<file path="src/rtl/first_fit_free_list_allocator_top_assert.svh">
// assertion macros shared by the allocator rtl
// depends on nothing; included by the modules that carry checks
`ifndef FIRST_FIT_FREE_LIST_ALLOCATOR_TOP_ASSERT_SVH
`define FIRST_FIT_FREE_LIST_ALLOCATOR_TOP_ASSERT_SVH
`ifndef SYNTHESIS
`define FFA_ASSERT_RST(lbl, clk, rst, prop) \
  lbl: assert property (@(posedge clk) disable iff (rst) prop) \
    else $error("allocator check failed");
`define FFA_ASSERT_CLK(lbl, clk, prop) \
  lbl: assert property (@(posedge clk) prop) \
    else $error("allocator check failed");
`else
`define FFA_ASSERT_RST(lbl, clk, rst, prop)
`define FFA_ASSERT_CLK(lbl, clk, prop)
`endif
`endif

</file>
<file path="src/rtl/ffa_pkg.sv">
// types and codes of the first-fit allocator
// no dependencies; used by the rtl modules and interfaces
package ffa_pkg;
  localparam int CMD_W    = 2;
  localparam int DATA_W   = 16;
  localparam int STATUS_W = 2;

  typedef enum logic [CMD_W-1:0] {
    CMD_ALLOC   = 2'd0,
    CMD_RELEASE = 2'd1,
    CMD_CLEAR   = 2'd2,
    CMD_NOP     = 2'd3
  } cmd_t;

  typedef enum logic [STATUS_W-1:0] {
    ST_OK      = 2'd0,
    ST_OOM     = 2'd1,
    ST_RELFAIL = 2'd2
  } status_t;

  typedef enum logic [4:0] {
    OP_NONE,
    OP_LOAD,
    OP_DIV,
    OP_INIT,
    OP_ARD,
    OP_AFIRST,
    OP_AEVAL,
    OP_CARVE,
    OP_RCHK,
    OP_RRD,
    OP_RWALK,
    OP_M1,
    OP_M2,
    OP_M3,
    OP_M4,
    OP_EMIT
  } dp_op_t;

  typedef struct packed {
    cmd_t cmd;
    logic built;
    logic fit;
    logic exact;
    logic at_rover;
    logic bound;
    logic found;
    logic addr_ok;
  } dp_flags_t;
endpackage

</file>
<file path="src/rtl/ffa_ctrl.sv">
// sequencer of the allocator: steps the datapath and owns the handshakes
// depends on ffa_pkg and the assertion header
`include "first_fit_free_list_allocator_top_assert.svh"
module ffa_ctrl (
  input  logic               clk,
  input  logic               rst,
  input  logic               in_valid,
  output logic               in_ready,
  input  logic [1:0]         in_command,
  output logic               out_valid,
  input  logic               out_ready,
  input  ffa_pkg::dp_flags_t flags,
  output ffa_pkg::dp_op_t    op
);
  import ffa_pkg::*;

  typedef enum logic [3:0] {
    S_IDLE, S_DIV, S_INIT, S_ARD, S_AFIRST, S_AEVAL, S_CARVE,
    S_RCHK, S_RRD, S_RWALK, S_M1, S_M2, S_M3, S_M4, S_DONE
  } state_t;

  state_t state, state_next;
  logic   emit;

  assign in_ready = state == S_IDLE;
  assign emit     = (state == S_DONE) && (!out_valid || out_ready);

  always_comb begin
    op         = OP_NONE;
    state_next = state;
    case (state)
      S_IDLE: begin
        if (in_valid) begin
          op = OP_LOAD;
          if (cmd_t'(in_command) == CMD_ALLOC || cmd_t'(in_command) == CMD_RELEASE) begin
            state_next = S_DIV;
          end else begin
            state_next = S_DONE;
          end
        end
      end
      S_DIV: begin
        op = OP_DIV;
        if (flags.cmd == CMD_ALLOC) state_next = flags.built ? S_ARD : S_INIT;
        else state_next = S_RCHK;
      end
      S_INIT: begin
        op = OP_INIT;
        state_next = S_ARD;
      end
      S_ARD: begin
        op = OP_ARD;
        state_next = S_AFIRST;
      end
      S_AFIRST: begin
        op = OP_AFIRST;
        state_next = S_AEVAL;
      end
      S_AEVAL: begin
        op = OP_AEVAL;
        if (flags.fit) state_next = flags.exact ? S_DONE : S_CARVE;
        else if (flags.at_rover || flags.bound) state_next = S_DONE;
      end
      S_CARVE: begin
        op = OP_CARVE;
        state_next = S_DONE;
      end
      S_RCHK: begin
        op = OP_RCHK;
        state_next = flags.addr_ok ? S_RRD : S_DONE;
      end
      S_RRD: begin
        op = OP_RRD;
        state_next = S_RWALK;
      end
      S_RWALK: begin
        op = OP_RWALK;
        if (flags.found) state_next = S_M1;
        else if (flags.bound) state_next = S_DONE;
      end
      S_M1: begin
        op = OP_M1;
        state_next = S_M2;
      end
      S_M2: begin
        op = OP_M2;
        state_next = S_M3;
      end
      S_M3: begin
        op = OP_M3;
        state_next = S_M4;
      end
      S_M4: begin
        op = OP_M4;
        state_next = S_DONE;
      end
      S_DONE: begin
        if (emit) begin
          op = OP_EMIT;
          state_next = S_IDLE;
        end
      end
      default: state_next = S_IDLE;
    endcase
  end

  always_ff @(posedge clk) begin
    if (rst) begin
      state     <= S_IDLE;
      out_valid <= 1'b0;
    end else begin
      state <= state_next;
      if (emit) out_valid <= 1'b1;
      else if (out_ready) out_valid <= 1'b0;
    end
  end

  // one item at a time: a transfer closes the input until the result is out
  `FFA_ASSERT_RST(a_one_in_flight, clk, rst, (in_valid && in_ready) |=> !in_ready)
  // a waiting result is never overwritten
  `FFA_ASSERT_RST(a_no_overwrite, clk, rst, (op == OP_EMIT) |-> (!out_valid || out_ready))
  // a new result only follows the finishing state
  `FFA_ASSERT_RST(a_rise_after_done, clk, rst, $rose(out_valid) |-> $past(state == S_DONE))
  // a carve always follows a fitting evaluation
  `FFA_ASSERT_CLK(a_carve_src, clk, (state == S_CARVE) |-> $past(state == S_AEVAL))
endmodule

</file>
<file path="config.mk">
export PLATFORM = sky130hd
export DESIGN_NAME = ffa_ctrl
export DESIGN_NICKNAME = d
export VERILOG_FILES = /design/src/rtl/ffa_pkg.sv /design/src/rtl/ffa_ctrl.sv
export VERILOG_INCLUDE_DIRS = /design/src /design/src/rtl
export SDC_FILE = /design/constraint.sdc
export NUM_CORES = 1
export LEC_CHECK = 0
export BUFFER_PORTS_ARGS = -buffer_cell sky130_fd_sc_hd__buf_2
export CELL_PAD_IN_SITES_DETAIL_PLACEMENT = 0
export CELL_PAD_IN_SITES_GLOBAL_PLACEMENT = 1
export CORE_MARGIN = 3
export CORE_UTILIZATION = 31
export DETAILED_ROUTE_END_ITERATION = 12
export HOLD_SLACK_MARGIN = 0.08
export PLACE_DENSITY_LB_ADDON = 0.08
export SYNTH_ARGS = -nofsm -noshare
export SYNTH_HDL_FRONTEND = slang
export SYNTH_SLANG_ARGS = --single-unit
export TNS_END_PERCENT = 10
</file>
<file path="constraint.sdc">
create_clock -name clk -period 1.67 [get_ports clk]
set_input_delay 0.167 -clock clk [delete_from_list [all_inputs] [get_ports clk]]
set_output_delay 0.167 -clock clk [all_outputs]
set_load 0.01 [all_outputs]
</file>
==> flow_metrics.env <==
export IMPL_period_needed_ps=1575
export IMPL_yosysSeqAreaShare_pct=19.18
export IMPL_period_share_pct=94.34
export IMPL_place_port_buffers=19
export IMPL_path_clk_slew_ps=40
export IMPL_cts_hold_buf=0
export IMPL_fin_util_pct=42.69
export IMPL_hold_class="in2reg"
export IMPL_diodes=0
export IMPL_finalMaxSlewViolations=0
export IMPL_die_area_um2=2211
export IMPL_hold_ws_ps=156.5
export IMPL_post_drt_wl_per_cell_um=12.41
export IMPL_synth_seq_cells=5
export IMPL_ir_worst_vdd_mv=0.7872
export IMPL_final_area_um2=658.1
export IMPL_critical_path_required_ps=1500
export IMPL_routed_wl_um=1377
export IMPL_setup_viol_count_final=0
export IMPL_gr_total_overflow=0
export IMPL_dp_cells=107
export IMPL_fillCellCount=185
export IMPL_clk_path_buf_depth=2
export IMPL_synthesis_area_um2=521.8
export IMPL_final_cells=111
export IMPL_ios=22
export IMPL_first_pass_iters=4
export IMPL_dr_first_iter_drc_count=12
export IMPL_drc=0
export IMPL_drv_cap=0
export IMPL_dpl_hpwl_um=1135
export IMPL_postCtsSetupBuffers=0
export IMPL_placed_area_um2=629.4
export IMPL_drive_above_1_share_pct=35.79
export IMPL_ys_types=32
export IMPL_grt_first_pass_wirelength_um=2332
export IMPL_power_leakage_nw=0.2695
export IMPL_path_class="reg2out"
export IMPL_grt_pass1_vias=537
export IMPL_final_common_cell="buf_2"
export IMPL_core_um2=1541
export IMPL_met3_usage_pct=1.149
export IMPL_die_h_um=47.03
export IMPL_cts_resized_gates=0
export IMPL_numCtsBuffers=3
export IMPL_cts_root_buffer="clkbuf_4"
export IMPL_clk_latency_ps=230
export IMPL_arrival_ps=1410
export IMPL_drtAntennaViolNets=0
export IMPL_viasPerCell=5.622
export IMPL_power_density_nw_per_um2=1871
export IMPL_grt_use_met2_pct=20.33
export IMPL_rows=14
export IMPL_synth_top_cell_by_area="dfxtp_1"
export IMPL_final_cell_mix="19 x buf_2, 11 x a21oi_1, 6 x nor2_1"
export IMPL_rsz0062_at_grt="true"
export IMPL_status="complete, no violations"
export IMPL_busiest_layer="met1"
export IMPL_antenna_found_initial=0
export IMPL_synth_top_area_share_pct=19.18
export IMPL_crit_path_end_kind="output port"
export IMPL_synthesis_nets=89
export IMPL_skew_ps=1.200
export IMPL_hold_viol_final=0
export IMPL_h_tree_depth=1
export IMPL_yosys_top_cells_area="dfxtp_1 19%, a21oi_1 11%, o22ai_1 6.0%"
export IMPL_gp_congestion=0.7974
export IMPL_area_delta_synth_final_pct=26.14
export IMPL_cts_sinks=5
export IMPL_clock_fmax_mhz=634.8
export IMPL_die_w_um=47.03
export IMPL_synth_area_per_cell_um2=7.051
export IMPL_grt_max_degree=13
export IMPL_grt_usage_pct=14.81
export IMPL_vias=624
export IMPL_met1_usage_pct=22.32
export IMPL_syn_inst=74
export IMPL_final_nets=111
export IMPL_critPathLaunchType="flip-flop"
export IMPL_dp_slack_ps=149.1
export IMPL_cts_tree="yes"
export IMPL_start_util_pct=33.85
export IMPL_fin_ws_ps=94.59
export IMPL_yosysWarningCount=0
export IMPL_path_max_fanout=6
export IMPL_r2r_slack_ps=260
[path summary, 6_finish.rpt]
path,end,cells after the start,startpoint
hold / removal,state[1],2,rst
hold reg to reg,state[3],2,state[3]
setup reg to reg,state[0],5,state[3]
setup / recovery,op[0],4,state[2]
[registers in the layout, summed over array words and instances, names as in the netlist]
| register | cells |
|---|---|
| state | 4 |
| out_valid | 1 |
[power by group]
| group | internal, mW | switching (mW) | total [mW] |
|---|---|---|---|
| clock network | 0.0899 | 0.0426 | 0.132 |
| registers | 0.171 | 0.112 | 0.283 |
| logic | 0.380 | 0.436 | 0.816 |
[worst max-delay path, stage by stage, from the launching register on]
cell and delay [ps]:
dfxtp_1 340, buf_4 170, nor4_2 420, a211oi_1 90
buf_2 160
[per-layer routing]
metal	up-vias	wire [µm]	part of all wire, %
li1	312	-	-
met1	286	621	45
met2	24	640	46
met3	2	105	7.6
met4	0	9	0.65
met5	-	0	0
[cell usage after synthesis]
library cell,number
clkinv_1,1
o31a_1,1
a211oi_1,1
clkbuf_1,1
nor4_1,2
a2111oi_0,1
a31oi_1,1
nor2_1,6
nand2_1,5
o21a_1,1
and3_1,1
buf_6,1
a211oi_4,1
dfxtp_1,5
inv_1,3
conb_1,1
o21ai_0,3
o32a_1,1
a22oi_1,1
nor4_2,1
inv_4,1
nor3b_1,3
o22ai_1,5
o21ai_1,2
a21oi_1,11
buf_4,2
a221oi_1,1
nand4_1,1
nor4b_1,1
nor3_2,2
nand2b_1,4
buf_2,3
[cells by family after synthesis]
| family | synth area share (%) |
|---|---|
| flip-flops | 19.19 |
| other | 0.7187 |
| buffers and inverters | 12.71 |
| AND/OR/NAND/NOR | 29.74 |
| AO/OA/AOI/OAI | 37.65 |
[layout make-up]
| type | instances | area (µm²) | share of cell area (%) |
|---|---|---|---|
| clock buffer | 4 | 26.28 | 3.992 |
| inverter | 5 | 21.27 | 3.232 |
| multi-input combinational | 57 | 355.3 | 53.99 |
| sequential | 5 | 102.6 | 15.59 |
| tap | 16 | 20.02 | 3.042 |
| timing repair buffer | 24 | 132.6 | 20.15 |
[stage by stage]
stage	power, mW	setup TNS [ps]
floorplan	0.8656	0
global placement	1.099	0
finish	1.231	0
CTS	1.239	0
global route	1.367	-35.73
detailed placement	1.100	0
Power figures use the tool's default switching activity.
